$ cat config.mk
export PLATFORM = sky130hd
export DESIGN_NAME = preamble_xor_frame_receiver
export DESIGN_NICKNAME = d
export VERILOG_FILES = /design/src/prxf_pkg.sv /design/src/prxf_front.sv /design/src/prxf_queue.sv /design/src/prxf_back.sv /design/src/preamble_xor_frame_receiver.sv
export SDC_FILE = /design/constraint.sdc
export NUM_CORES = 1
export LEC_CHECK = 0
export BUFFER_PORTS_ARGS = -buffer_cell sky130_fd_sc_hd__buf_2
export CORE_ASPECT_RATIO = 0.75
export CORE_UTILIZATION = 55
export CTS_BUF_LIST = sky130_fd_sc_hd__clkbuf_4 sky130_fd_sc_hd__clkbuf_8
export CTS_CLUSTER_SIZE = 25
export DETAILED_ROUTE_END_ITERATION = 7
export PLACE_DENSITY = 0.73
export REMOVE_ABC_BUFFERS = 1
export SLEW_MARGIN = 10
export SYNTH_ARGS = -nofsm -noshare
export SYNTH_HDL_FRONTEND = slang
export SYNTH_HIERARCHICAL = 1
export SYNTH_SLANG_ARGS = --single-unit
$ cat constraint.sdc
create_clock -name clk_i -period 7.8 [get_ports clk_i]
set_clock_uncertainty 0.15 [all_clocks]
set_input_delay 0.78 -clock clk_i [delete_from_list [all_inputs] [get_ports clk_i]]
set_output_delay 0.78 -clock clk_i [all_outputs]
set_load 0.02 [all_outputs]
$ cat src/prxf_pkg.sv
// Shared types, codes and command table for the preamble/XOR frame receiver.
package prxf_pkg;

  localparam int unsigned CMD_TABLE_ENTRIES = 22;
  localparam int unsigned FRAME_LIMIT_BYTES = 256;
  localparam int unsigned QUEUE_DEPTH       = 2;
  localparam int unsigned CMD_TABLE_SIZE    = 32;

  localparam logic [15:0] TIMEOUT_RESET = 16'd5000;

  localparam logic OP_BYTE = 1'b0;
  localparam logic OP_TICK = 1'b1;

  localparam logic KIND_PAYLOAD = 1'b0;
  localparam logic KIND_VERDICT = 1'b1;

  localparam logic [7:0] PREAMBLE_FIRST  = 8'h4F;
  localparam logic [7:0] PREAMBLE_SECOND = 8'h6C;
  localparam logic [7:0] REQUEST_CODE    = 8'h4D;
  localparam logic [7:0] LCODE_SHORT     = 8'h02;
  localparam logic [7:0] LCODE_SHORT_FLG = 8'h82;
  localparam logic [7:0] LCODE_ANY       = 8'hFF;
  localparam logic [8:0] HEADER_BYTES    = 9'd6;
  localparam logic [8:0] FRAME_OVERHEAD  = 9'd3;
  localparam logic [8:0] PAYLOAD_START   = 9'd8;

  typedef enum logic [2:0] {
    ST_OK           = 3'd0,
    ST_CHECKSUM     = 3'd1,
    ST_UNKNOWN_CMD  = 3'd2,
    ST_LEN_MISMATCH = 3'd3,
    ST_BAD_LCODE    = 3'd4,
    ST_OVERFLOW     = 3'd5,
    ST_TIMEOUT      = 3'd6
  } status_e;

  localparam logic [7:0] CMD_CODE [CMD_TABLE_SIZE] = '{
    8'h00, 8'h01, 8'h06, 8'h07, 8'h08, 8'h09, 8'h0C, 8'h0D,
    8'h0E, 8'h11, 8'h18, 8'h19, 8'h1A, 8'h1B, 8'h20, 8'h31,
    8'h3A, 8'h3C, 8'h3D, 8'h3F, 8'h40, 8'hF0, 8'h01, 8'h11,
    8'h20, 8'h00, 8'h00, 8'h00, 8'h00, 8'h00, 8'h00, 8'h00
  };

  localparam logic [7:0] CMD_LCODE [CMD_TABLE_SIZE] = '{
    8'h87, 8'h81, 8'hFF, 8'h82, 8'h82, 8'h81, 8'h02, 8'h02,
    8'h81, 8'h81, 8'h81, 8'h81, 8'h81, 8'h81, 8'h81, 8'h84,
    8'hAC, 8'hAC, 8'hAC, 8'hAC, 8'h81, 8'h01, 8'h01, 8'h01,
    8'h01, 8'h00, 8'h00, 8'h00, 8'h00, 8'h00, 8'h00, 8'h00
  };

  typedef struct packed {
    logic       operation;
    logic [7:0] rx_byte;
  } in_item_t;

  typedef struct packed {
    logic        kind;
    logic [7:0]  data_byte;
    logic [7:0]  byte_index;
    logic [2:0]  status;
    logic [7:0]  command;
    logic [4:0]  command_index;
    logic [7:0]  length_code;
    logic [15:0] frame_id;
    logic        is_request;
  } out_item_t;

  typedef struct packed {
    logic        is_verdict;
    logic        check;
    logic        xor_ok;
    status_e     pre_status;
    logic [7:0]  data_byte;
    logic [7:0]  byte_index;
    logic [7:0]  command;
    logic [7:0]  length_code;
    logic [7:0]  frame_length;
    logic [15:0] frame_id;
    logic        is_request;
  } job_t;

  typedef struct packed {
    logic valid;
    job_t job;
  } push_t;

endpackage

$ cat src/prxf_front.sv
// Front end: frame parser, header capture, checksum and timeout tracking.
module prxf_front #(
  parameter int unsigned FrameLimitBytes = prxf_pkg::FRAME_LIMIT_BYTES
) (
  input  logic               clk_i,
  input  logic               rst_ni,
  input  logic               in_valid_i,
  input  logic               in_ready_i,
  input  prxf_pkg::in_item_t in_data_i,
  input  logic               cfg_we_i,
  input  logic [15:0]        cfg_wdata_i,
  output prxf_pkg::push_t    push_o
);

  typedef enum logic [3:0] {
    PH_IDLE = 4'b0001,
    PH_PREA = 4'b0010,
    PH_LEN  = 4'b0100,
    PH_BODY = 4'b1000
  } phase_e;

  phase_e      phase_q, phase_d;
  logic [8:0]  offset_q, offset_d;
  logic [7:0]  flen_q, flen_d;
  logic [7:0]  xor_q, xor_d;
  logic [7:0]  resp_q, resp_d;
  logic [15:0] id_q, id_d;
  logic [7:0]  cmd_q, cmd_d;
  logic [7:0]  clen_q, clen_d;
  logic [15:0] timer_q, timer_d;
  logic [15:0] tmo_cfg_q;

  logic       fire;
  logic [7:0] v;
  logic [8:0] off_next;
  logic       last;
  logic       ovf;

  assign fire     = in_valid_i & in_ready_i;
  assign v        = in_data_i.rx_byte;
  assign off_next = offset_q + 9'd1;
  assign last     = (off_next == ({1'b0, flen_q} + prxf_pkg::FRAME_OVERHEAD));
  assign ovf      = (off_next >= 9'(FrameLimitBytes));

  always_comb begin
    phase_d  = phase_q;
    offset_d = offset_q;
    flen_d   = flen_q;
    xor_d    = xor_q;
    resp_d   = resp_q;
    id_d     = id_q;
    cmd_d    = cmd_q;
    clen_d   = clen_q;
    timer_d  = timer_q;
    push_o   = '0;

    if (fire) begin
      if (in_data_i.operation == prxf_pkg::OP_TICK) begin
        if (phase_q != PH_IDLE) begin
          if (timer_q <= 16'd1) begin
            push_o.valid           = 1'b1;
            push_o.job.is_verdict  = 1'b1;
            push_o.job.pre_status  = prxf_pkg::ST_TIMEOUT;
            phase_d                = PH_IDLE;
          end else begin
            timer_d = timer_q - 16'd1;
          end
        end
      end else begin
        unique case (phase_q)
          PH_IDLE: begin
            if (v == prxf_pkg::PREAMBLE_FIRST) begin
              offset_d = 9'd1;
              xor_d    = prxf_pkg::PREAMBLE_FIRST;
              phase_d  = PH_PREA;
              timer_d  = tmo_cfg_q;
            end
          end
          PH_PREA: begin
            if (v == prxf_pkg::PREAMBLE_SECOND) begin
              offset_d = 9'd2;
              xor_d    = prxf_pkg::PREAMBLE_FIRST ^ prxf_pkg::PREAMBLE_SECOND;
              phase_d  = PH_LEN;
            end else if (v == prxf_pkg::PREAMBLE_FIRST) begin
              offset_d = 9'd1;
              xor_d    = prxf_pkg::PREAMBLE_FIRST;
            end else begin
              offset_d = 9'd0;
              phase_d  = PH_IDLE;
            end
          end
          PH_LEN: begin
            flen_d   = v;
            xor_d    = xor_q ^ v;
            offset_d = 9'd3;
            phase_d  = PH_BODY;
          end
          PH_BODY: begin
            unique case (offset_q)
              9'd3:    resp_d = v;
              9'd4:    id_d   = {id_q[15:8], v};
              9'd5:    id_d   = {v, id_q[7:0]};
              9'd6:    cmd_d  = v;
              9'd7:    clen_d = v;
              default: ;
            endcase
            offset_d = off_next;
            if (last) begin
              push_o.valid          = 1'b1;
              push_o.job.is_verdict = 1'b1;
              push_o.job.check      = 1'b1;
              push_o.job.xor_ok     = (v == xor_q);
              phase_d               = PH_IDLE;
            end else if (ovf) begin
              push_o.valid          = 1'b1;
              push_o.job.is_verdict = 1'b1;
              push_o.job.pre_status = prxf_pkg::ST_OVERFLOW;
              phase_d               = PH_IDLE;
            end else begin
              xor_d = xor_q ^ v;
              if (offset_q >= prxf_pkg::PAYLOAD_START) begin
                push_o.valid          = 1'b1;
                push_o.job.data_byte  = v;
                push_o.job.byte_index = 8'(offset_q - prxf_pkg::PAYLOAD_START);
              end
            end
          end
          default: phase_d = PH_IDLE;
        endcase
      end
    end

    if (push_o.job.is_verdict) begin
      push_o.job.command      = cmd_d;
      push_o.job.length_code  = clen_d;
      push_o.job.frame_length = flen_d;
      push_o.job.frame_id     = id_d;
      push_o.job.is_request   = (resp_d == prxf_pkg::REQUEST_CODE);
    end
  end

  always_ff @(posedge clk_i or negedge rst_ni) begin
    if (!rst_ni) begin
      phase_q   <= PH_IDLE;
      offset_q  <= '0;
      flen_q    <= '0;
      xor_q     <= '0;
      resp_q    <= '0;
      id_q      <= '0;
      cmd_q     <= '0;
      clen_q    <= '0;
      timer_q   <= '0;
      tmo_cfg_q <= prxf_pkg::TIMEOUT_RESET;
    end else begin
      phase_q  <= phase_d;
      offset_q <= offset_d;
      flen_q   <= flen_d;
      xor_q    <= xor_d;
      resp_q   <= resp_d;
      id_q     <= id_d;
      cmd_q    <= cmd_d;
      clen_q   <= clen_d;
      timer_q  <= timer_d;
      if (cfg_we_i) begin
        tmo_cfg_q <= cfg_wdata_i;
      end
    end
  end

endmodule

$ cat src/prxf_queue.sv
// Short FIFO between the parser and the verdict stage.
module prxf_queue (
  input  logic            clk_i,
  input  logic            rst_ni,
  input  prxf_pkg::push_t push_i,
  input  logic            pop_i,
  output logic            head_valid_o,
  output prxf_pkg::job_t  head_o,
  output logic            full_o
);

  localparam int unsigned Depth = prxf_pkg::QUEUE_DEPTH;
  localparam int unsigned PtrW  = (Depth > 1) ? $clog2(Depth) : 1;
  localparam int unsigned CntW  = $clog2(Depth + 1);

  prxf_pkg::job_t  mem_q [Depth];
  logic [PtrW-1:0] wr_ptr_q, wr_ptr_d;
  logic [PtrW-1:0] rd_ptr_q, rd_ptr_d;
  logic [CntW-1:0] count_q, count_d;
  logic            do_push;
  logic            do_pop;

  assign full_o       = (count_q == CntW'(Depth));
  assign head_valid_o = (count_q != '0);
  assign head_o       = mem_q[rd_ptr_q];
  assign do_push      = push_i.valid & ~full_o;
  assign do_pop       = pop_i & head_valid_o;

  always_comb begin
    wr_ptr_d = wr_ptr_q;
    rd_ptr_d = rd_ptr_q;
    count_d  = count_q;
    if (do_push) begin
      wr_ptr_d = (wr_ptr_q == PtrW'(Depth - 1)) ? '0 : wr_ptr_q + PtrW'(1);
    end
    if (do_pop) begin
      rd_ptr_d = (rd_ptr_q == PtrW'(Depth - 1)) ? '0 : rd_ptr_q + PtrW'(1);
    end
    priority if (do_push && !do_pop) begin
      count_d = count_q + CntW'(1);
    end else if (do_pop && !do_push) begin
      count_d = count_q - CntW'(1);
    end else begin
      count_d = count_q;
    end
  end

  always_ff @(posedge clk_i) begin
    if (do_push) begin
      mem_q[wr_ptr_q] <= push_i.job;
    end
  end

  always_ff @(posedge clk_i or negedge rst_ni) begin
    if (!rst_ni) begin
      wr_ptr_q <= '0;
      rd_ptr_q <= '0;
      count_q  <= '0;
    end else begin
      wr_ptr_q <= wr_ptr_d;
      rd_ptr_q <= rd_ptr_d;
      count_q  <= count_d;
    end
  end

endmodule

$ cat src/prxf_back.sv
// Back end: command lookup, verdict checks and the output register.
module prxf_back #(
  parameter int unsigned CmdTableEntries = prxf_pkg::CMD_TABLE_ENTRIES
) (
  input  logic                clk_i,
  input  logic                rst_ni,
  input  logic                head_valid_i,
  input  prxf_pkg::job_t      head_i,
  output logic                pop_o,
  output logic                out_valid_o,
  input  logic                out_ready_i,
  output prxf_pkg::out_item_t out_data_o
);

  localparam logic [4:0] NotFound = 5'(CmdTableEntries);

  logic                out_valid_q;
  prxf_pkg::out_item_t out_q, out_d;
  logic                hit;
  logic [4:0]          idx;
  logic [4:0]          found_idx;
  logic [7:0]          tl;
  logic                len_ok;
  logic                lcode_ok;

  assign pop_o       = head_valid_i & (~out_valid_q | out_ready_i);
  assign out_valid_o = out_valid_q;
  assign out_data_o  = out_q;

  always_comb begin
    hit = 1'b0;
    idx = '0;
    for (int i = int'(CmdTableEntries) - 1; i >= 0; i--) begin
      if (prxf_pkg::CMD_CODE[i] == head_i.command) begin
        hit = 1'b1;
        idx = 5'(i);
      end
    end
  end

  assign found_idx = hit ? idx : NotFound;
  assign tl        = prxf_pkg::CMD_LCODE[idx];
  assign len_ok    = ({1'b0, head_i.frame_length} ==
                      ({2'b00, head_i.length_code[6:0]} + prxf_pkg::HEADER_BYTES));
  assign lcode_ok  = (head_i.length_code == prxf_pkg::LCODE_SHORT) ||
                     (head_i.length_code == prxf_pkg::LCODE_SHORT_FLG) ||
                     (head_i.length_code == tl) ||
                     (head_i.length_code == {1'b0, tl[6:0]}) ||
                     (tl == prxf_pkg::LCODE_ANY);

  always_comb begin
    out_d = '0;
    if (!head_i.is_verdict) begin
      out_d.kind       = prxf_pkg::KIND_PAYLOAD;
      out_d.data_byte  = head_i.data_byte;
      out_d.byte_index = head_i.byte_index;
    end else begin
      out_d.kind        = prxf_pkg::KIND_VERDICT;
      out_d.command     = head_i.command;
      out_d.length_code = head_i.length_code;
      out_d.frame_id    = head_i.frame_id;
      out_d.is_request  = head_i.is_request;
      if (!head_i.check) begin
        out_d.status        = head_i.pre_status;
        out_d.command_index = NotFound;
      end else begin
        out_d.command_index = found_idx;
        priority if (!head_i.xor_ok) begin
          out_d.status = prxf_pkg::ST_CHECKSUM;
        end else if (!hit) begin
          out_d.status = prxf_pkg::ST_UNKNOWN_CMD;
        end else if (!len_ok) begin
          out_d.status = prxf_pkg::ST_LEN_MISMATCH;
        end else if (!lcode_ok) begin
          out_d.status = prxf_pkg::ST_BAD_LCODE;
        end else begin
          out_d.status = prxf_pkg::ST_OK;
        end
      end
    end
  end

  always_ff @(posedge clk_i) begin
    if (pop_o) begin
      out_q <= out_d;
    end
  end

  always_ff @(posedge clk_i or negedge rst_ni) begin
    if (!rst_ni) begin
      out_valid_q <= 1'b0;
    end else if (pop_o) begin
      out_valid_q <= 1'b1;
    end else if (out_ready_i) begin
      out_valid_q <= 1'b0;
    end
  end

endmodule

$ cat src/preamble_xor_frame_receiver.sv
// Top level of the preamble/length/XOR-checksum frame receiver.
//
//   channel  direction  handshake               payload
//   in       input      in_valid_i/in_ready_o   in_data_i   (operation, rx_byte)
//   out      output     out_valid_o/out_ready_i out_data_o  (payload byte or verdict)
//   cfg      input      cfg_we_i, no wait       cfg_wdata_i (timeout_ticks)
//
// One item per cycle while the queue is not full; the parser writes any result into the
// queue at the edge that takes its item, and the verdict stage then loads the output
// register from the queue head once that register is empty or being taken.
// Reset clears the parser, the queue and the output valid; timeout resets to 5000.
// A two-entry queue decouples the parser from the output; in_ready_o drops only
// while the queue is full.
module preamble_xor_frame_receiver #(
  parameter int unsigned CmdTableEntries = prxf_pkg::CMD_TABLE_ENTRIES,
  parameter int unsigned FrameLimitBytes = prxf_pkg::FRAME_LIMIT_BYTES
) (
  input  logic                clk_i,
  input  logic                rst_ni,
  input  logic                in_valid_i,
  output logic                in_ready_o,
  input  prxf_pkg::in_item_t  in_data_i,
  output logic                out_valid_o,
  input  logic                out_ready_i,
  output prxf_pkg::out_item_t out_data_o,
  input  logic                cfg_we_i,
  input  logic [15:0]         cfg_wdata_i
);

  prxf_pkg::push_t push;
  prxf_pkg::job_t  head;
  logic            head_valid;
  logic            pop;
  logic            full;

  assign in_ready_o = ~full;

  prxf_front #(
    .FrameLimitBytes(FrameLimitBytes)
  ) u_front (
    .clk_i      (clk_i),
    .rst_ni     (rst_ni),
    .in_valid_i (in_valid_i),
    .in_ready_i (in_ready_o),
    .in_data_i  (in_data_i),
    .cfg_we_i   (cfg_we_i),
    .cfg_wdata_i(cfg_wdata_i),
    .push_o     (push)
  );

  prxf_queue u_queue (
    .clk_i       (clk_i),
    .rst_ni      (rst_ni),
    .push_i      (push),
    .pop_i       (pop),
    .head_valid_o(head_valid),
    .head_o      (head),
    .full_o      (full)
  );

  prxf_back #(
    .CmdTableEntries(CmdTableEntries)
  ) u_back (
    .clk_i       (clk_i),
    .rst_ni      (rst_ni),
    .head_valid_i(head_valid),
    .head_i      (head),
    .pop_o       (pop),
    .out_valid_o (out_valid_o),
    .out_ready_i (out_ready_i),
    .out_data_o  (out_data_o)
  );

endmodule

## Word level (Yosys, flattened, before mapping)

Memories as Yosys holds them, arrays and structs flattened.
Cells that the tools add are included.

| operators by class | value |
|---|---|
| $lt $le $gt $ge | 4 |
| add/subtract/negate cells | 9 |
| bitwise operators | 10 |
| mux-type cells | 124 |
| multiply operators | 0 |
| reduce and logical (&&, ||, !) cells | 20 |
| div/mod/pow operators | 0 |
| eq/ne operators | 52 |
| shift operators | 0 |

Operators with widths:

| cell | number |
|---|---|
| 2-to-1 mux 16 bit | 11 |
| 2-to-1 mux 8 bit | 21 |
| 2-to-1 mux 5 bit | 24 |
| == test 6 x 8 -> 1 bit, first input constant | 6 |
| 2-to-1 mux 23 bit | 2 |
| 2-to-1 mux 41 bit | 1 |
| == test 4 x 8 -> 1 bit, first input constant | 5 |
| == test 5 x 8 -> 1 bit, first input constant | 5 |
| == test 9 x 3 -> 1 bit, second input constant | 4 |
| case mux 9 bit (4 select lines) | 1 |
| 2-to-1 mux 1 bit | 33 |
| 2-to-1 mux 4 bit | 8 |
| case mux 16 bit (2 select lines) | 1 |
| case mux 8 bit (4 select lines) | 1 |
| 2-to-1 mux 3 bit | 9 |
| == test 8 x 7 -> 1 bit, second input constant | 3 |
| 2-to-1 mux 19 bit | 1 |
| 2-to-1 mux 9 bit | 2 |
| == test 3 x 8 -> 1 bit, first input constant | 2 |
| == test 8 bit | 2 |
| == test 8 bit, second input constant | 2 |
| <= comparator 16 x 1 -> 1 bit, second input constant | 1 |
| 2-to-1 mux 2 bit | 8 |
| case mux 4 bit (4 select lines) | 1 |
| other kinds (45) | 65 |

| storage, ports and cells | value |
|---|---|
| RAM bits | 126 |
| bits of input ports | 30 |
| memories | 2 |
| bits in registers | 164 |
| ROM bits | 256 |
| bits in latches | 0 |

Memories:

| memory | depth | width | rd ports | clocked after Yosys merged registers in | write ports | line | text |
|---|---|---|---|---|---|---|---|
| (no name shown) | 32 | 8 | 1 | 0 | 0 | prxf_back.sv:42 | `assign tl = prxf_pkg::CMD_LCODE[idx];` |
| u_queue.mem_q | 2 | 63 | 1 | 0 | 1 | prxf_queue.sv:16 | `prxf_pkg::job_t mem_q [Depth];` |

## Depth between registers and ports, before layout

An unclocked memory read counts as a cell.

| depth | value |
|---|---|
| depth in word-level cells | 37 |
| gate-level depth with buffers | 15 |

## By module

The synthesis kept the hierarchy.

Modules (own cells, without submodules):

| module | seq. area each (µm²) | times used | area each (µm²) | cells each |
|---|---|---|---|---|
| prxf_front | 2534.9 | 1 | 6019.5 | 640 |
| prxf_queue | 3883.7 | 1 | 5043.6 | 215 |
| prxf_back | 1766.7 | 1 | 3084.2 | 250 |
| preamble_xor_frame_receiver | 0.0 | 1 | 3.8 | 1 |

## Least setup slack after synthesis

OpenSTA, ideal clock, no wires.

| path | value |
|---|---|
| kind | flip-flop to flip-flop |
| start | register u_front.offset_q[0] |
| end | memory u_queue/mem_q[0][0] (netlist bit) (enable) |
| cell stages (with the launch flop) | 11 |
| path buffers | 0 |
| data arrival time | 4771 ps |
| setup slack | 2395 ps |
| setup time | 484 ps |
| period minus slack after synthesis | 5405 ps |
| path through | dfrtp_1 -> ha_1 -> nand3_1 -> or3_1 -> and3_1 -> nor3_4 -> nand3_2 -> a21oi_1 -> o21a_1 -> nand2_1 -> nor2_1 |

RTL lines:

| element | line | text |
|---|---|---|
| from (decl) | prxf_front.sv:23 | `logic [8:0] offset_q, offset_d;` |
| from (signal assigned) | prxf_front.sv:156 | `offset_q <= offset_d;` |
| to (decl) | prxf_queue.sv:16 |  |

==> results_dict.tcl <==
set metrics [dict create \
    min_path_type "in -> async" \
    r2r-start "u_queue/rd_ptr_q" \
    wirelength_um 28700 \
    gp_congestion 0.862 \
    port_buffers 89 \
    antenna_left 0 \
    endpoint_kind "flop" \
    clock_path_buffers 3 \
    clkSinkCount 290 \
    setup_viol 0 \
    p_leak_uw 0.00648 \
    ios 90 \
    yosys.area_share.simple_pct 14.5 \
    h-tree-depth 2 \
    cts_hold_buf 0 \
    drcViolationCount 0 \
    synth-edff-count 184 \
    netlist_instances 1106 \
    clkSlewWorstSetupHoldPaths_ns 0.06 \
    start_util_pct 56.4 \
    n_antenna_cell 0 \
    dr.pass1.iters 5 \
    synth_compound_area_share_pct 8.26 \
    wl_per_cell_um 18.4 \
    num_vias 8822 \
    overflow 0 \
    outcome "complete, no violations" \
    slew_headroom_pct 31.8 \
    avgSynthCellArea_sq_um 12.8 \
    fp.coreArea_sq_um 25100 \
    post-place-ws_ns 3.69 \
    hpwl_um 18300 \
    grt_pass1_vias 8602 \
    tightest_slew_ns 1.01 \
    final_common_cell "edfxtp_1" \
    fin_area_sq_um 15500 \
    synth_cell_types 98 \
    synth-seq-area-share_pct 57.8 \
    criticalPathCategory "reg -> reg" \
    synth_mux_area_share_pct 10.6 \
    max_cap_viol_count 0 \
    grt_max_degree 69 \
    viasPerCell 5.65 \
    gr-usage-all-layers_pct 22.2 \
    synthAdderAreaFrac_pct 0.973 \
    cts_buffers 45 \
    clock_latency_ns 0.56 \
    grt_antenna_before_repair 0 \
    rrSetupSlack_ns 3.68 \
    rsz0062_at_grt "no" \
    ir_drop_mv 0.201 \
    nets 1228 \
    yosys_warnings 6 \
    crit_fanout 36 \
    dpl-instance-area_sq_um 14600 \
    hold_viol_final 0 \
    maxSlewViolCount 0 \
    rows 50 \
    yosys_most_used_dff "edfxtp_1" \
    dieArea_sq_um 26400 \
    synth_area_sq_um 14200 \
    die_x_um 187 \
    synth_top_family_by_area "simple AND/OR/NAND/NOR gates" \
    cts_tree "done" \
    cts_resized 0 \
    cp.arrival_ns 4.26 \
    tns_ns 0 \
    r2r_cells 10 \
    area_growth_pct 9.63 \
    drtIter0Drc 786 \
    start_kind "flop" \
    ctsRootBufferMaster "clkbuf_8" \
    layout_min_cycle_time_ns 4.12 \
    final_layout_size_suffix_gt1_share_pct 25.9 \
    r2r_end "u_back/out_data_o[40]" \
    pwr_density_cell_nw_per_um2 316 \
    die_h_um 141 \
    cp.required_ns 7.95 \
    final.period_utilization_pct 52.8 \
    ys_async_sr_fraction_pct 36.6 \
    fmax_mhz 243 \
    ys_seq_elements 290 \
    synth-xor-area-share_pct 2.88 \
    grt_pass1_wl_um 46400 \
    worst_slack_ns 3.68 \
    final_cell_mix "184 x edfxtp_1, 99 x dfrtp_1, 88 x buf_2" \
    post_cts_buffers 0 \
]
==> per-layer routing <==
layer | up-vias | GRT usage (%) | part of all wire, %
li1 | 4149 | - | -
met1 | 4344 | 33.2 | 48
met2 | 289 | 33.7 | 44
met3 | 40 | 3.49 | 5.7
met4 | 0 | 6.43 | 1.8
met5 | - | 0 | 0
==> critical path: stages (launching register included) <==
cell      delay, ns
dfrtp_4        0.82
buf_4          0.67
mux2_4         0.43
nor3_2         0.47
nand2_1        0.10
o21ai_1        0.33
nor2_1         0.11
a21boi_1       0.18
or3_1          0.12
nand4_1        0.08
o311a_1        0.36
==> power breakdown <==
group | internal, uW | switching (uW)
sequential | 1950 | 183
combinational | 626 | 867
clock | 693 | 585
total | 3270 | 1640
==> how the worst max path moves through the flow <==
stage	startpoint	end	depth (start not counted)
final	u_queue/rd_ptr_q	u_back/out_data_o[40]	10
after global routing	u_front/offset_q[0]	u_queue/mem_q[1][53]	10
after CTS	u_queue/rd_ptr_q	u_back/out_data_o[40]	10
after detailed placement	u_queue/rd_ptr_q	u_back/out_data_o[40]	10
after global placement	u_queue/rd_ptr_q	u_back/out_data_o[40]	10
after floorplan	u_front/offset_q[0]	u_queue/mem_q[0][0]	10
==> state kept, by name, summed over array words and instances (netlist names), 2 cells and up <==
signal and count:
u_back/out_data_o 58, u_front/clen_q 8, u_front/cmd_q 8, u_front/flen_q 8, u_front/id_q 16, u_front/offset_q 9, u_front/phase_q 4, u_front/resp_q 8
u_front/timer_q 16, u_front/tmo_cfg_q 16, u_front/xor_q 8, u_queue/count_q 2, u_queue/mem_q 126
==> through the flow <==
| stage | hold slack, ns | utilization [%] | power (uW) | std cells |
|---|---|---|---|---|
| 6_report | 0.0564 | 61.8 | 4900 | 1562 |
| 5_1_grt | 0.0764 | 61.8 | 5160 | 1562 |
| 4_1_cts | 0.0405 | 61.8 | 4940 | 1562 |
| 3_3_place_gp | 0.312 | 58.2 | 3630 | 1478 |
| 3_5_place_dp | 0.315 | 58.2 | 3650 | 1478 |
| 2_1_floorplan | 0.297 | - | 3270 | 1044 |
==> cells by family (layout without fill, tap and decap cells) <==
logic type / Yosys count / count (layout)
compound gates: 166 / 166
xor+xnor: 45 / 45
fa+ha+maj: 11 / 11
buf+inv: 122 / 240
flops: 290 / 290
mux: 116 / 116
simple gates: 356 / 356
==> cells in the mapped netlist (3+ instances only) <==
master | instances | share of area (%)
edfxtp_1 | 184 | 39
dfrtp_1 | 100 | 18
nor2_1 | 82 | 2.2
inv_1 | 60 | 1.6
mux2_4 | 59 | 6.3
and2_1 | 57 | 2.5
nand2_1 | 48 | 1.3
o21ai_0 | 44 | 1.6
a21oi_1 | 32 | 1.1
mux2_2 | 31 | 2.5
nand3_1 | 31 | 1.1
nor2b_1 | 28 | 1.2
xnor2_1 | 28 | 1.7
mux2i_1 | 26 | 1.8
clkbuf_1 | 20 | 0.53
a22oi_1 | 16 | 0.85
xor2_1 | 16 | 0.99
and3_1 | 14 | 0.62
buf_6 | 14 | 1.1
nand2b_1 | 14 | 0.62
buf_2 | 13 | 0.46
nor3_1 | 13 | 0.46
ha_1 | 11 | 0.97
a31oi_1 | 10 | 0.44
o22ai_2 | 10 | 0.88
nor4_1 | 7 | 0.31
buf_12 | 6 | 0.85
buf_4 | 6 | 0.32
dfstp_2 | 6 | 1.1
o22ai_1 | 6 | 0.27
or3_1 | 6 | 0.27
nand4_1 | 5 | 0.22
nor3b_1 | 5 | 0.27
nand3b_1 | 4 | 0.21
o21a_1 | 4 | 0.21
or4_1 | 4 | 0.21
o211ai_1 | 3 | 0.16
==> final cells by class <==
type	instances	area, sq um
multi-input cells	694	5270
inverters	60	225
fillers	1953	9570
clock buffers	66	796
clock inverters	18	115
well taps	338	423
repair buffers	96	500
flip-flops and latches	290	8190
Power figures use the tool's default switching activity.
